$ cat config.mk
export PLATFORM = sky130hd
export DESIGN_NAME = air_sensor_scan_conditioner
export DESIGN_NICKNAME = d
export VERILOG_FILES = /design/src/asc_pkg.sv /design/src/asc_serdiv.sv /design/src/air_sensor_scan_conditioner.sv
export SDC_FILE = /design/constraint.sdc
export NUM_CORES = 1
export LEC_CHECK = 0
export BUFFER_PORTS_ARGS = -buffer_cell sky130_fd_sc_hd__buf_2
export CAP_MARGIN = 25
export CORE_ASPECT_RATIO = 1.75
export CORE_MARGIN = 2
export CORE_UTILIZATION = 48
export CTS_BUF_LIST = sky130_fd_sc_hd__clkbuf_4
export CTS_CLUSTER_DIAMETER = 30
export DETAILED_ROUTE_END_ITERATION = 8
export PLACE_DENSITY = 0.74
export RECOVER_POWER = 100
export SKIP_LAST_GASP = 1
export SYNTH_ARGS = -nofsm -noshare
export SYNTH_HDL_FRONTEND = slang
export SYNTH_SLANG_ARGS = --single-unit
export TNS_END_PERCENT = 1
$ cat constraint.sdc
create_clock -name clk -period 7.5 [get_ports clk]
set_clock_uncertainty 0.15 [all_clocks]
set_input_delay 1.5 -clock clk [delete_from_list [all_inputs] [get_ports clk]]
set_output_delay 1.5 -clock clk [all_outputs]
set_load 0.05 [all_outputs]
$ cat src/asc_pkg.sv
// Package for the air sensor scan conditioner: payload structs, FSM state type,
// operation, phase and calibration codes, and field widths.
// Has no dependencies; air_sensor_scan_conditioner and asc_checker import it.
package asc_pkg;

  // default parameter values
  localparam int unsigned SCANS_PER_REPORT_DEF = 5;
  localparam int unsigned SAMPLE_BITS_DEF      = 10;

  // field widths
  localparam int unsigned SAMPLE_W      = 10;
  localparam int unsigned FA_W          = 16;
  localparam int unsigned SUM_W         = 13;
  localparam int unsigned INDEX_SHIFT   = 10;
  localparam int unsigned TVOC_INDEX_W  = SUM_W + INDEX_SHIFT;
  localparam int unsigned BASE_W        = 16;
  localparam int unsigned PHASE_W       = 2;
  localparam int unsigned CAL_W         = 4;

  // averaging ring
  localparam int unsigned RING_DEPTH    = 4;
  localparam int unsigned RING_AW       = 2;
  localparam int unsigned AVG_DEN_W     = 3;

  // reset values and shifts
  localparam logic [FA_W-1:0]   OFFSET_RESET   = 16'd1382;
  localparam logic [BASE_W-1:0] BASELINE_RESET = 16'd1600;
  localparam int unsigned       BASELINE_SHIFT = 3;

  // operation codes
  localparam logic OP_SCAN    = 1'b0;
  localparam logic OP_RESTART = 1'b1;

  // TVOC phase codes
  localparam logic [PHASE_W-1:0] PHASE_CLEAR  = 2'd0;
  localparam logic [PHASE_W-1:0] PHASE_ACCUM  = 2'd1;
  localparam logic [PHASE_W-1:0] PHASE_REPORT = 2'd2;

  // calibration steps
  localparam logic [CAL_W-1:0] CAL_START      = 4'd0;
  localparam logic [CAL_W-1:0] CAL_CLEAR_LAST = 4'd1;
  localparam logic [CAL_W-1:0] CAL_ACCUM_LAST = 4'd9;
  localparam logic [CAL_W-1:0] CAL_DIVIDE     = 4'd10;
  localparam logic [CAL_W-1:0] CAL_REPORT     = 4'd11;

  typedef struct packed {
    logic                operation;
    logic [SAMPLE_W-1:0] formaldehyde_sample;
    logic [SAMPLE_W-1:0] tvoc_sample;
    logic [SAMPLE_W-1:0] light_sample;
    logic [SAMPLE_W-1:0] aux_sample;
  } asc_in_t;

  typedef struct packed {
    logic [FA_W-1:0]         formaldehyde_average;
    logic [PHASE_W-1:0]      tvoc_phase;
    logic [SUM_W-1:0]        tvoc_raw_sum;
    logic [TVOC_INDEX_W-1:0] tvoc_index;
    logic                    baseline_zero;
    logic [SUM_W-1:0]        light_sum;
    logic [SUM_W-1:0]        aux_sum;
  } asc_out_t;

  typedef enum logic [2:0] {
    ST_IDLE,
    ST_SCALE,
    ST_SUM,
    ST_DIV,
    ST_DONE
  } asc_state_t;

endpackage

$ cat src/asc_serdiv.sv
// Bit-serial restoring divider: one quotient bit per cycle.
// Standalone; instantiated by air_sensor_scan_conditioner.
module asc_serdiv #(
  parameter int unsigned NUM_W = 23,
  parameter int unsigned DEN_W = 16
) (
  input  logic             clk,
  input  logic             rst,
  input  logic             start,
  input  logic [NUM_W-1:0] num,
  input  logic [DEN_W-1:0] den,
  output logic             busy,
  output logic [NUM_W-1:0] quot
);

  localparam int unsigned CNT_W = $clog2(NUM_W + 1);

  logic [CNT_W-1:0] count;
  logic [DEN_W-1:0] rem;
  logic [DEN_W-1:0] den_q;
  logic [DEN_W:0]   trial;
  logic [DEN_W:0]   diff;
  logic             fits;

  // shift the next numerator bit into the partial remainder
  assign trial = {rem, quot[NUM_W-1]};
  assign fits  = (trial >= {1'b0, den_q});
  assign diff  = trial - {1'b0, den_q};

  always_ff @(posedge clk) begin
    if (rst) begin
      busy  <= 1'b0;
      count <= '0;
    end else if (start) begin
      busy  <= 1'b1;
      count <= CNT_W'(NUM_W);
    end else if (busy) begin
      count <= count - 1'b1;
      if (count == CNT_W'(1)) begin
        busy <= 1'b0;
      end
    end
  end

  always_ff @(posedge clk) begin
    if (start) begin
      quot  <= num;
      rem   <= '0;
      den_q <= den;
    end else if (busy) begin
      // remainder stays below the divisor, so DEN_W bits hold it
      rem  <= fits ? diff[DEN_W-1:0] : trial[DEN_W-1:0];
      quot <= {quot[NUM_W-2:0], fits};
    end
  end

endmodule

$ cat src/air_sensor_scan_conditioner.sv
// Air sensor scan conditioner: scan sums, formaldehyde ring average, TVOC calibration.
// Depends on asc_pkg and asc_serdiv.
// A scan that does not close a report, and a restart, are taken without leaving ST_IDLE.
// A scan that closes a report passes through ST_SCALE, ST_SUM, ST_DIV and ST_DONE; its wait in ST_DIV
// is set by the 23-bit bit-serial TVOC divider (the 16-bit average divider runs beside it).
// No new item is taken until that result is loaded into the output register.
// Synchronous active-high reset; the ring entries are not cleared and need no pass.
module air_sensor_scan_conditioner import asc_pkg::*; #(
  parameter int unsigned SCANS_PER_REPORT = SCANS_PER_REPORT_DEF,
  parameter int unsigned SAMPLE_BITS      = SAMPLE_BITS_DEF
) (
  input  logic             clk,
  input  logic             rst,
  input  logic             in_valid,
  output logic             in_ready,
  input  asc_in_t          in_data,
  output logic             out_valid,
  input  logic             out_ready,
  output asc_out_t         out_data,
  input  logic             cfg_wr_en,
  input  logic [FA_W-1:0]  cfg_wr_data
);

  localparam int unsigned CNT_W = (SCANS_PER_REPORT > 1) ? $clog2(SCANS_PER_REPORT) : 1;
  localparam logic [CNT_W-1:0] CNT_LAST = CNT_W'(SCANS_PER_REPORT - 1);
  localparam logic [SAMPLE_W-1:0] SAMPLE_MASK = SAMPLE_W'((64'd1 << SAMPLE_BITS) - 64'd1);
  localparam logic [RING_AW-1:0] WARMUP_LAST = RING_AW'(RING_DEPTH - 1);

  asc_state_t state, state_next;

  logic [CNT_W-1:0]   scan_count;
  logic [FA_W-1:0]    fa_acc;
  logic [SUM_W-1:0]   tv_acc;
  logic [SUM_W-1:0]   li_acc;
  logic [SUM_W-1:0]   ax_acc;
  logic [FA_W-1:0]    ring [RING_DEPTH];
  logic [RING_AW-1:0] ring_pos;
  logic [RING_AW-1:0] warmup_count;
  logic [CAL_W-1:0]   cal_step;
  logic [BASE_W-1:0]  baseline;
  logic [FA_W-1:0]    offset;
  logic [PHASE_W-1:0] rep_phase;
  logic               rep_warm;

  logic               in_xfer;
  logic               report_done;
  logic               div_start;
  logic               load_out;
  logic [FA_W-1:0]    fa_scaled;
  logic [FA_W-1:0]    ring_total;
  logic [AVG_DEN_W-1:0] avg_den;
  logic               avg_busy;
  logic               tv_busy;
  logic [FA_W-1:0]    avg_quot;
  logic [TVOC_INDEX_W-1:0] tv_quot;
  asc_out_t           result;

  assign in_xfer     = in_valid && in_ready;
  assign report_done = in_xfer && (in_data.operation == OP_SCAN) && (scan_count == CNT_LAST);

  // 3.5x scale: 2s + s + s/2, minus offset, modulo 2^16
  assign fa_scaled = {fa_acc[FA_W-2:0], 1'b0} + fa_acc + {1'b0, fa_acc[FA_W-1:1]} - offset;

  assign avg_den = rep_warm ? {1'b0, ring_pos} : AVG_DEN_W'(RING_DEPTH);

  always_comb begin
    ring_total = '0;
    for (int i = 0; i < RING_DEPTH; i++) begin
      // during warm-up only the entries written so far count
      if (!rep_warm || (ring_pos > RING_AW'(i))) begin
        ring_total = ring_total + ring[i];
      end
    end
  end

  always_ff @(posedge clk) begin
    if (rst) begin
      state <= ST_IDLE;
    end else begin
      state <= state_next;
    end
  end

  always_comb begin
    state_next = state;
    in_ready   = 1'b0;
    div_start  = 1'b0;
    load_out   = 1'b0;
    unique case (state)
      ST_IDLE: begin
        in_ready = 1'b1;
        if (report_done) begin
          state_next = ST_SCALE;
        end
      end
      ST_SCALE: state_next = ST_SUM;
      ST_SUM: begin
        div_start  = 1'b1;
        state_next = ST_DIV;
      end
      ST_DIV: begin
        if (!avg_busy && !tv_busy) begin
          state_next = ST_DONE;
        end
      end
      ST_DONE: begin
        if (!out_valid || out_ready) begin
          load_out   = 1'b1;
          state_next = ST_IDLE;
        end
      end
      default: state_next = ST_IDLE;
    endcase
  end

  asc_serdiv #(.NUM_W(FA_W), .DEN_W(AVG_DEN_W)) u_avg_div (
    .clk   (clk),
    .rst   (rst),
    .start (div_start),
    .num   (ring_total),
    .den   (avg_den),
    .busy  (avg_busy),
    .quot  (avg_quot)
  );

  asc_serdiv #(.NUM_W(TVOC_INDEX_W), .DEN_W(BASE_W)) u_tvoc_div (
    .clk   (clk),
    .rst   (rst),
    .start (div_start),
    .num   ({tv_acc, {INDEX_SHIFT{1'b0}}}),
    .den   (baseline),
    .busy  (tv_busy),
    .quot  (tv_quot)
  );

  always_comb begin
    result.formaldehyde_average = (avg_den == '0) ? '0 : avg_quot;
    result.tvoc_phase           = rep_phase;
    result.tvoc_raw_sum         = tv_acc;
    result.light_sum            = li_acc;
    result.aux_sum              = ax_acc;
    result.tvoc_index           = '0;
    result.baseline_zero        = 1'b0;
    if (rep_phase == PHASE_REPORT) begin
      if (baseline == '0) begin
        result.tvoc_index    = '1;
        result.baseline_zero = 1'b1;
      end else begin
        result.tvoc_index = tv_quot;
      end
    end
  end

  // control state
  always_ff @(posedge clk) begin
    if (rst) begin
      scan_count   <= '0;
      fa_acc       <= '0;
      tv_acc       <= '0;
      li_acc       <= '0;
      ax_acc       <= '0;
      ring_pos     <= '0;
      warmup_count <= '0;
      cal_step     <= CAL_REPORT;
      baseline     <= BASELINE_RESET;
      offset       <= OFFSET_RESET;
      out_valid    <= 1'b0;
    end else begin
      if (cfg_wr_en) begin
        offset <= cfg_wr_data;
      end
      if (in_xfer) begin
        if (in_data.operation == OP_RESTART) begin
          cal_step <= CAL_START;
        end else begin
          fa_acc <= fa_acc + FA_W'(in_data.formaldehyde_sample & SAMPLE_MASK);
          tv_acc <= tv_acc + SUM_W'(in_data.tvoc_sample & SAMPLE_MASK);
          li_acc <= li_acc + SUM_W'(in_data.light_sample & SAMPLE_MASK);
          ax_acc <= ax_acc + SUM_W'(in_data.aux_sample & SAMPLE_MASK);
          scan_count <= (scan_count == CNT_LAST) ? '0 : scan_count + 1'b1;
        end
      end
      if (state == ST_SCALE) begin
        ring_pos <= ring_pos + 1'b1;
        if (warmup_count < WARMUP_LAST) begin
          warmup_count <= warmup_count + 1'b1;
        end
        priority if (cal_step <= CAL_CLEAR_LAST) begin
          baseline <= '0;
          cal_step <= cal_step + 1'b1;
        end else if (cal_step <= CAL_ACCUM_LAST) begin
          baseline <= baseline + BASE_W'(tv_acc);
          cal_step <= cal_step + 1'b1;
        end else begin
          if (cal_step == CAL_DIVIDE) begin
            baseline <= baseline >> BASELINE_SHIFT;
            cal_step <= CAL_REPORT;
          end
        end
      end
      if (load_out) begin
        out_valid <= 1'b1;
        fa_acc    <= '0;
        tv_acc    <= '0;
        li_acc    <= '0;
        ax_acc    <= '0;
      end else if (out_ready) begin
        out_valid <= 1'b0;
      end
    end
  end

  // payload
  always_ff @(posedge clk) begin
    if (state == ST_SCALE) begin
      ring[ring_pos] <= fa_scaled;
      rep_warm       <= (warmup_count < WARMUP_LAST);
      priority if (cal_step <= CAL_CLEAR_LAST) begin
        rep_phase <= PHASE_CLEAR;
      end else if (cal_step <= CAL_ACCUM_LAST) begin
        rep_phase <= PHASE_ACCUM;
      end else begin
        rep_phase <= PHASE_REPORT;
      end
    end
    if (load_out) begin
      out_data <= result;
    end
  end

endmodule

# [Word-level counts from Yosys, hierarchy flattened]
# Memory sizes are Yosys's and may differ from the RTL's.
# Index checks and enable logic that the tools add are counted.
[word_totals] regBits=275 ramBits=64 in_bits=62 output_inout_bits=83 wordCells=148 n_memories=1
[classes] n_addsub=19 order_cmp=9 n_eq_ne=12 mux=46 bitwise=1 reduce_logical=26
[mem_list] memory="ring" words=4 width=16 read_ports=4 rd_ports_with_merged_regs=0 write_ports=1 line_no="air_sensor_scan_conditioner.sv:36" source="logic [FA_W-1:0] ring [RING_DEPTH];"
[ops] cell="16-bit 2-to-1 mux" n=10
[ops] cell="23-bit 2-to-1 mux" n=3
[ops] cell="16-bit adder" n=4
[ops] cell="13-bit by 10-bit adder with 13-bit output" n=3
[ops] cell="16-bit subtractor" n=2
[ops] cell="4-bit 2-to-1 mux" n=6
[ops] cell="5-bit 2-to-1 mux" n=4
[ops] cell="3-bit 2-to-1 mux" n=6
[ops] cell="17-bit by 16-bit greater-or-equal comparator with 1-bit output" n=1
[ops] cell="16-bit by 10-bit adder with 16-bit output" n=1
[ops] cell="16-bit by 13-bit adder with 16-bit output" n=1
[ops] cell="16-bit by 15-bit adder with 16-bit output" n=1
[ops] cell="16-bit zero test" n=1
[ops] cell="1-bit 2-to-1 mux" n=15
[ops] cell="3-bit case mux with 5 select lines" n=1
[ops] cell="5-bit by 1-bit equality test with 1-bit output, second input constant" n=2
[ops] cell="5-bit by 1-bit subtractor with 5-bit output, second input constant" n=2
[ops] cell="3-bit by 2-bit equality test with 1-bit output, second input constant" n=2
[ops] cell="3-bit equality test, second input constant" n=2
[ops] cell="3-bit zero test" n=2
[ops] cell="2-bit inequality test, second input constant" n=3
[ops] cell="2-bit AND reduction" n=3
[ops] cell="2-bit nonzero test" n=3
[ops] cell="1-bit logical OR" n=5
[ops] cell="20 further kinds" n=30

# [Logic depth before layout (Yosys ltp)]
# Gate-level depths: netlist of the first run.
[logic_depth] word_depth=10 depth_mapped=34 ltp_nobuf=33

# [Modules after synthesis]
# A second synthesis of the first run with hierarchy kept.
[hier_totals] cells_unflattened=1956 hier_area_um2=19959.1
[modules_own_cells] module="air_sensor_scan_conditioner" n_inst=1 cells_per_inst=1519 area_each_um2=15115.7 seq_area_each_um2=6486.2
[modules_own_cells] module="asc_serdiv at u_tvoc_div" n_inst=1 cells_per_inst=338 area_each_um2=3518.4 seq_area_each_um2=1611.5
[modules_own_cells] module="asc_serdiv at u_avg_div" n_inst=1 cells_per_inst=99 area_each_um2=1325.0 seq_area_each_um2=750.7

# [Least setup slack after synthesis of the first run]
# OpenSTA, ideal clock, no wires.
[synth_timing] path_kind="reg2reg" from="reg ring_pos[0]" to="reg u_avg_div.quot[15], data pin" setup_ns=0.260 t_arrival_ns=6.179 t_required_ns=7.090 path_slack_ns=0.910 path_stages_with_launch=32 path_buffers=1 synth_period_minus_slack_ns=6.590 cell_sequence="dfxtp_1 -> inv_1 -> ha_1 -> nand2_1 -> clkbuf_1 -> nand2_1 -> inv_1 -> ha_1 -> inv_1 -> fa_1 -> inv_1 -> a221o_1 -> a31o_1 -> a211oi_1 -> or3_1 -> o21bai_1 -> xnor2_1 -> a21oi_1 -> ha_1 -> and2_1 -> a22o_1 -> a311oi_1 -> xnor2_1 -> mux2_2 -> ha_1 -> and3_1 -> a211o_1 -> a21oi_2 -> xnor2_1 -> o21ai_2 -> xnor3_1 -> mux2_4"
[synth_via] elab_chain_len=10 elab_cells_between_ends=16 cone_classes="3 x add/sub; 4 x order compare; 5 x mux; 4 x reduce/logical"
[synth_lines] item="from (decl)" line_no="air_sensor_scan_conditioner.sv:37" source="logic [RING_AW-1:0] ring_pos;"
[synth_lines] item="from (signal assigned)" line_no="air_sensor_scan_conditioner.sv:184" source="ring_pos <= ring_pos + 1'b1;"
[synth_lines] item="2-bit by 1-bit greater-than comparator with 1-bit output" line_no="air_sensor_scan_conditioner.sv:70" source="if (!rep_warm || (ring_pos > RING_AW'(i))) begin"
[synth_lines] item="1-bit logical OR" line_no="air_sensor_scan_conditioner.sv:70"
[synth_lines] item="16-bit 2-to-1 mux" line_no="air_sensor_scan_conditioner.sv:70"
[synth_lines] item="16-bit adder" line_no="air_sensor_scan_conditioner.sv:71" source="ring_total = ring_total + ring[i];"
[synth_lines] item="16-bit 2-to-1 mux" line_no="air_sensor_scan_conditioner.sv:70"
[synth_lines] item="16-bit adder" line_no="air_sensor_scan_conditioner.sv:71"
[synth_lines] item="16-bit 2-to-1 mux" line_no="air_sensor_scan_conditioner.sv:70"
[synth_lines] item="16-bit adder" line_no="air_sensor_scan_conditioner.sv:71"
[synth_lines] item="16-bit 2-to-1 mux (*)" line_no="air_sensor_scan_conditioner.sv:70"
[synth_lines] item="16-bit 2-to-1 mux (*)" line_no="asc_serdiv.sv:46" source="if (start) begin"
[synth_lines] item="to (signal assigned)" line_no="asc_serdiv.sv:47" source="quot <= num;"
[synth_lines] item="to (signal assigned)" line_no="asc_serdiv.sv:53" source="quot <= {quot[NUM_W-2:0], fits};"
[synth_lines] item="to (decl)" line_no="asc_serdiv.sv:13" source="output logic [NUM_W-1:0] quot"
# Mark *: on every way between the ends. The rest lies on a longest branch, timed or not.
# A chain may end at the register's enable or synchronous reset.

# [Worst setup path after layout of the first run]
[layout_timing] from="reg ring_pos[1]" to="reg u_avg_div.quot[15], data pin"
# The elaborated chain is that of the path after synthesis.

==> results of run 1 <==
worst reg2reg max path: cells and delay by family (launching register included):
family	cells	cell delay [ns]
compound gates	10	2.38
fa+ha+maj	4	1.25
simple gates	7	1.22
xor+xnor	3	0.61
mux	2	0.58
flops	1	0.36
buf+inv	2	0.31
how the worst max path moves through the flow:
| stage | startpoint | end | slack (ns) |
|---|---|---|---|
| 6_report | ring_pos[1]$_SDFFE_PP0P_ | u_avg_div.quot[15]$_DFFE_PP_ | 0.35 |
| 5_1_grt | ring_pos[1]$_SDFFE_PP0P_ | u_avg_div.quot[15]$_DFFE_PP_ | 0.03 |
| 4_1_cts | ring_pos[1]$_SDFFE_PP0P_ | u_avg_div.quot[15]$_DFFE_PP_ | 0.17 |
| 3_5_place_dp | ring_pos[1]$_SDFFE_PP0P_ | u_avg_div.quot[15]$_DFFE_PP_ | 0.23 |
| 3_3_place_gp | ring_pos[0]$_SDFFE_PP0P_ | u_avg_div.quot[15]$_DFFE_PP_ | 0.56 |
| 2_1_floorplan | ring_pos[0]$_SDFFE_PP0P_ | u_avg_div.quot[15]$_DFFE_PP_ | 0.91 |
layout by cell type (no fill, tap or decap), types with 30 or more instances in the layout:
cell,count
clkbuf_4,126
inv_1,147
o21ai_0,64
ha_1,149
a21oi_1,145
a21o_1,51
dfxtp_1,140
nor3_1,50
nand3_1,30
nor2_1,175
xnor2_1,84
fa_1,39
nand2_1,186
o21ai_1,30
mux2i_1,41
clkbuf_1,92
edfxtp_1,196
nor2b_1,40
buf_2,61
routing by layer:
layer	wire [um]	up-vias	GRT usage, %
met5	13	-	0
met2	23000	364	39.0
met4	1510	2	9.70
met1	16100	7009	21.0
li1	-	7216	-
met3	2080	104	4.44
through the flow:
| step | util [%] | power [mW] |
|---|---|---|
| floorplan | - | 2.91 |
| global placement | 51.3 | 3.08 |
| detailed placement | 51.3 | 3.12 |
| CTS | 54.2 | 4.81 |
| global route | 53.9 | 5.01 |
| finish | 53.9 | 4.75 |
layout make-up:
type | instances | area share [%]
inverters | 148 | 2.59
clock inverters | 25 | 0.997
repair buffers | 159 | 3.24
flip-flops and latches | 339 | 40.8
multi-input cells | 1371 | 45.1
clock buffers | 126 | 4.41
well taps | 495 | 2.89
diodes | 1 | 0.0117
power by group:
part           switching [mW]  total [mW]  internal [mW]  leakage (nW)
clock                   0.766        1.67          0.908         0.675
combinational           0.513       0.907          0.394          5.41
sequential             0.0774        2.17           2.09          2.97
logic make-up (layout without fill, tap and decap cells):
| group | Yosys count | after routing | share of synthesized area [%] |
|---|---|---|---|
| DFF | 339 | 339 | 45.5 |
| xor gates and xnor gates | 114 | 114 | 5.27 |
| muxes | 50 | 50 | 2.68 |
| and+or+nand+nor | 572 | 572 | 13.6 |
| adders and majority gates | 189 | 189 | 13.8 |
| other | 0 | 1 | 0 |
| AOI/OAI and AO/OA | 446 | 446 | 14.9 |
| buffers and inverters | 213 | 458 | 4.19 |
registers in the layout (all words and copies together) (netlist names), 16 cells and up:
register and cells:
baseline 16, u_tvoc_div.rem 16, out_data 81, u_tvoc_div.den_q 16, u_tvoc_div.quot 23, u_avg_div.quot 16
offset 16, fa_acc 16, ring 64
==> impl_metrics.py, run 1 <==
metrics = {
    "logic_synthesis": {
        "syn-num-nets": 2174,
        "synth_cell_type_count": 77,
        "synth_top_area_share_pct": 30.6,
        "mappedNetlistArea_sq_um": 19200,
        "syn_avg_cell_area_sq_um": 9.99,
        "synth_seq_cells": 339,
        "synthArstFlopShare_pct": 0,
        "yosysMostFrequentCell": "edfxtp_1",
        "ys_top_cells_by_count": "edfxtp_1 (196), nand2_1 (186), nor2_1 (176), ha_1 (150)",
        "ys_warn_count": 0,
        "synth-main-ff-cell": "edfxtp_1",
        "netlist_instances": 1923,
        "synth_top_area_cell": "edfxtp_1",
        "seq_area_frac_synth_pct": 45.5,
        "synth_edf_count": 196,
        "synth.area.top_cells": "edfxtp_1 (31%), dfxtp_1 (15%), ha_1 (9.8%)",
    },
    "clock_network": {
        "clock_sinks": 339,
        "post_cts_resized": 0,
        "cts.path.max_buffers": 3,
        "tritoncts": "built",
        "htree_levels": 3,
        "clk-insertion-delay-late_ns": 0.78,
        "cts_inserted_buffers": 81,
        "path_clk_slew_ns": 0.08,
        "cts_setup_buffers": 0,
        "cts_hold_buffers": 0,
        "cts_root_buffer": "clkbuf_4",
    },
    "setup_path": {
        "worstReg2RegStart": "ring_pos[1]$_SDFFE_PP0P_",
        "worstPathMaxFanout": 14,
        "cp.required_ns": 7.84,
        "cp_slowest_cell": "o41a_1",
        "critPathCaptureType": "flip-flop",
        "crit_family": "compound AO/OA/AOI/OAI gates",
        "cp.depth": 28,
        "start_kind": "flip-flop",
        "rrSetupSlack_ns": 0.35,
        "cpMostUsedCell": "ha_1",
        "criticalPathCategory": "flip-flop to flip-flop",
        "timing.critical_path.buf_inv": 2,
        "cp.arrival_ns": 7.49,
        "r2r-end": "u_avg_div.quot[15]$_DFFE_PP_",
        "worst_r2r_path_depth": 28,
        "cpPeakStageDelay_ns": 0.45,
    },
    "placed_design": {
        "place.gp.congestion": 0.900,
        "place_area_sq_um": 20400,
        "dpl.hpwl_mm": 31.0,
        "dp.cells": 2511,
        "pre_cts_ws_ns": 0.225,
        "numPortBuffers": 144,
    },
    "route": {
        "detail-route-antenna-nets": 0,
        "routedWlPerCell_um": 16.0,
        "drtIter0Drc": 678,
        "wirelength_mm": 42.7,
        "drc": 0,
        "vias_per_cell": 5.52,
        "dr.pass1.iters": 5,
        "vias": 14695,
    },
    "timing": {
        "layout_worst_path_cycle_share_pct": 95.3,
        "finalWorstPathRequiredPeriod_ns": 7.15,
        "fmax_mhz": 140,
        "rsz0062_at_grt": "false",
        "setup_viol": 0,
        "worst_slew_pin_slew_ns": 3.60,
        "finalWorstSetupSlack_ns": 0.354,
        "slew_violations": 320,
        "slew_headroom_pct": -140,
        "hold_ws_ns": 0.304,
        "setup-tns-final_ns": 0,
        "hold_violations": 0,
    },
    "global_routing": {
        "track_usage_pct": 20.4,
        "grt_max_degree": 64,
        "grt_pass1_vias": 15123,
        "overflow": 0,
        "antenna_found_initial": 2,
        "grt_pass1_wl_mm": 69.8,
    },
    "floorplan": {
        "die_w_um": 155,
        "io_pins": 145,
        "rows": 97,
        "die-area_sq_um": 41700,
        "start_util_pct": 48.3,
        "core_area_sq_um": 39800,
        "die_h_um": 269,
    },
    "outcome": {
        "violations": "capacitance limit, slew limit",
        "status": "finished with violations",
    },
    "finish": {
        "fillers": 3570,
        "drive_gt1_share_pct": 10.4,
        "ff_latch_area_sq_um": 8750,
        "final_cells": 2664,
        "final_nets": 2351,
        "multi_input_area_sq_um": 9670,
        "areaGrowthSynthToFinish_pct": 11.7,
        "final_cell_area_sq_um": 21500,
    },
    "power": {
        "leakage_nw": 9.05,
        "p_per_area_nw_per_um2": 221,
        "peakVddDrop_mv": 0.143,
    },
    "hold_path": {
        "min_path_cells": 0,
        "min_to": "out_data[25]$_DFFE_PP_",
        "hold_path.class": "flip-flop to flip-flop",
        "hp-start": "li_acc[12]$_SDFFE_PP0P_",
    },
    "run": {
        "drv_cap": 7,
    },
}
Note: power is estimated with default switching activity, not from simulation.
==> inputs of run 2 (changes only) <==
CAP_MARGIN = 20   (was 25)
clock period = 8.9 ns   (was 7.5 ns; I/O delays follow)
==> run 2 against run 1 <==
The flow still finishes with violations (capacitance limit, slew limit). Clock-buffer cell count is 16 lower. Die area unchanged. Sequential cell count unchanged. Sequential power is 16% lower. Cell area is 0.34% lower. Global-route usage shrank 0.53 points. Core utilization is 0.19 points lower.
==> impl_metrics.py, run 2 (synthesis gave the netlist of run 1 again) <==
metrics = {
    "finish": {
        "ff_latch_area_sq_um": 8750,
        "drive_gt1_share_pct": 9.44,
        "final_cell_mix": "edfxtp_1 (196), nand2_1 (186), nor2_1 (175)",
        "final_cell_area_sq_um": 21400,
        "multi_input_area_sq_um": 9630,
        "areaGrowthSynthToFinish_pct": 11.3,
        "final_nets": 2348,
        "final_common_cell": "edfxtp_1",
        "top_regs": "out_data: 81 flops, ring: 64 flops, u_tvoc_div.quot: 23 flops",
        "largest_reg_flops": 81,
        "top_register": "out_data",
        "fin_util_pct": 53.7,
        "fillers": 3592,
    },
    "clock_network": {
        "tritoncts": "built",
        "cts_root_buffer": "clkbuf_4",
        "cts_inserted_buffers": 79,
        "clk-insertion-delay-late_ns": 0.77,
        "htree_levels": 3,
        "path_clk_slew_ns": 0.07,
        "cts.path.max_buffers": 3,
        "clock_sinks": 339,
        "cts_setup_buffers": 0,
        "post_cts_resized": 0,
        "cts_hold_buffers": 0,
    },
    "route": {
        "wirelength_mm": 41.7,
        "vias_per_cell": 5.44,
        "drc": 0,
        "vias": 14475,
        "routedWlPerCell_um": 15.7,
        "dr.pass1.iters": 5,
        "drtIter0Drc": 606,
        "detail-route-antenna-nets": 0,
    },
    "run": {
        "drv_cap": 6,
    },
    "power": {
        "leakage_nw": 9.00,
        "peakVddDrop_mv": 0.174,
        "p_per_area_nw_per_um2": 186,
    },
    "floorplan": {
        "core_area_sq_um": 39800,
        "io_pins": 145,
        "rows": 97,
        "die_w_um": 155,
        "die-area_sq_um": 41700,
        "start_util_pct": 48.3,
        "die_h_um": 269,
    },
    "setup_path": {
        "critPathCaptureType": "flip-flop",
        "cp.required_ns": 9.25,
        "cpMostUsedCell": "ha_1",
        "start_kind": "flip-flop",
        "cp_slowest_cell": "o311ai_0",
        "crit_family": "compound AO/OA/AOI/OAI gates",
        "cpPeakStageDelay_ns": 0.46,
        "worstPathMaxFanout": 14,
        "timing.critical_path.buf_inv": 3,
        "cp.arrival_ns": 7.88,
        "criticalPathCategory": "flip-flop to flip-flop",
    },
    "timing": {
        "finalWorstPathRequiredPeriod_ns": 7.53,
        "rsz0062_at_grt": "false",
        "hold_ws_ns": 0.302,
        "setup_viol": 0,
        "worst_slew_pin_slew_ns": 3.77,
        "slew_violations": 287,
        "setup-tns-final_ns": 0,
        "layout_worst_path_cycle_share_pct": 84.6,
        "fmax_mhz": 133,
        "hold_violations": 0,
        "slew_headroom_pct": -151,
    },
    "global_routing": {
        "antenna_found_initial": 4,
        "grt_pass1_vias": 14693,
        "track_usage_pct": 19.9,
        "grt_pass1_wl_mm": 67.8,
        "grt_max_degree": 66,
        "overflow": 0,
    },
    "outcome": {
        "violations": "capacitance limit, slew limit",
        "status": "finished with violations",
    },
    "placed_design": {
        "dpl.hpwl_mm": 30.4,
        "numPortBuffers": 144,
        "place_area_sq_um": 20400,
        "place.gp.congestion": 0.899,
    },
    "hold_path": {
        "hold_path.class": "flip-flop to flip-flop",
    },
}
==> run 2: path summary, 6_finish.rpt <==
| check | startpoint | slack [ns] | depth (start not counted) | to |
|---|---|---|---|---|
| worst max-delay path | ring_pos[1]$_SDFFE_PP0P_ | 1.37 | 30 | u_avg_div.quot[15]$_DFFE_PP_ |
| worst min-delay path | li_acc[12]$_SDFFE_PP0P_ | 0.30 | 0 | out_data[25]$_DFFE_PP_ |
| worst max register to register | ring_pos[1]$_SDFFE_PP0P_ | 1.37 | 30 | u_avg_div.quot[15]$_DFFE_PP_ |
| worst min register to register | li_acc[12]$_SDFFE_PP0P_ | 0.30 | 0 | out_data[25]$_DFFE_PP_ |
==> run 2: power by group <==
part / total (mW) / internal (mW) / switching, mW
combinational: 0.762 / 0.332 / 0.430
sequential: 1.83 / 1.76 / 0.0648
clock: 1.38 / 0.752 / 0.629
total: 3.97 / 2.85 / 1.12
==> run 2: layout make-up <==
type	count	area share [%]
inverter	148	2.60
timing repair buffer	158	3.22
multi-input combinational	1371	45.1
sequential	339	40.9
antenna	2	0.0234
clock buffer	110	3.86
clock inverter	36	1.41
tap	495	2.90
==> run 2: stage by stage <==
stage               cells  total power, mW  setup WS [ns]
global placement     2510             2.60           1.83
global route         2659             4.19          0.738
CTS                  2656             4.02           1.55
floorplan            1923             2.45           2.31
detailed placement   2510             2.63           1.58
finish               2659             3.97           1.37
==> run 2: layer usage <==
metal,wire length [um],global-route usage [%],share of wire [%]
met4,1680,10.2,4.0
met5,13,0,0.031
met2,22100,37.7,53
met3,1990,4.31,4.8
met1,16000,20.4,38
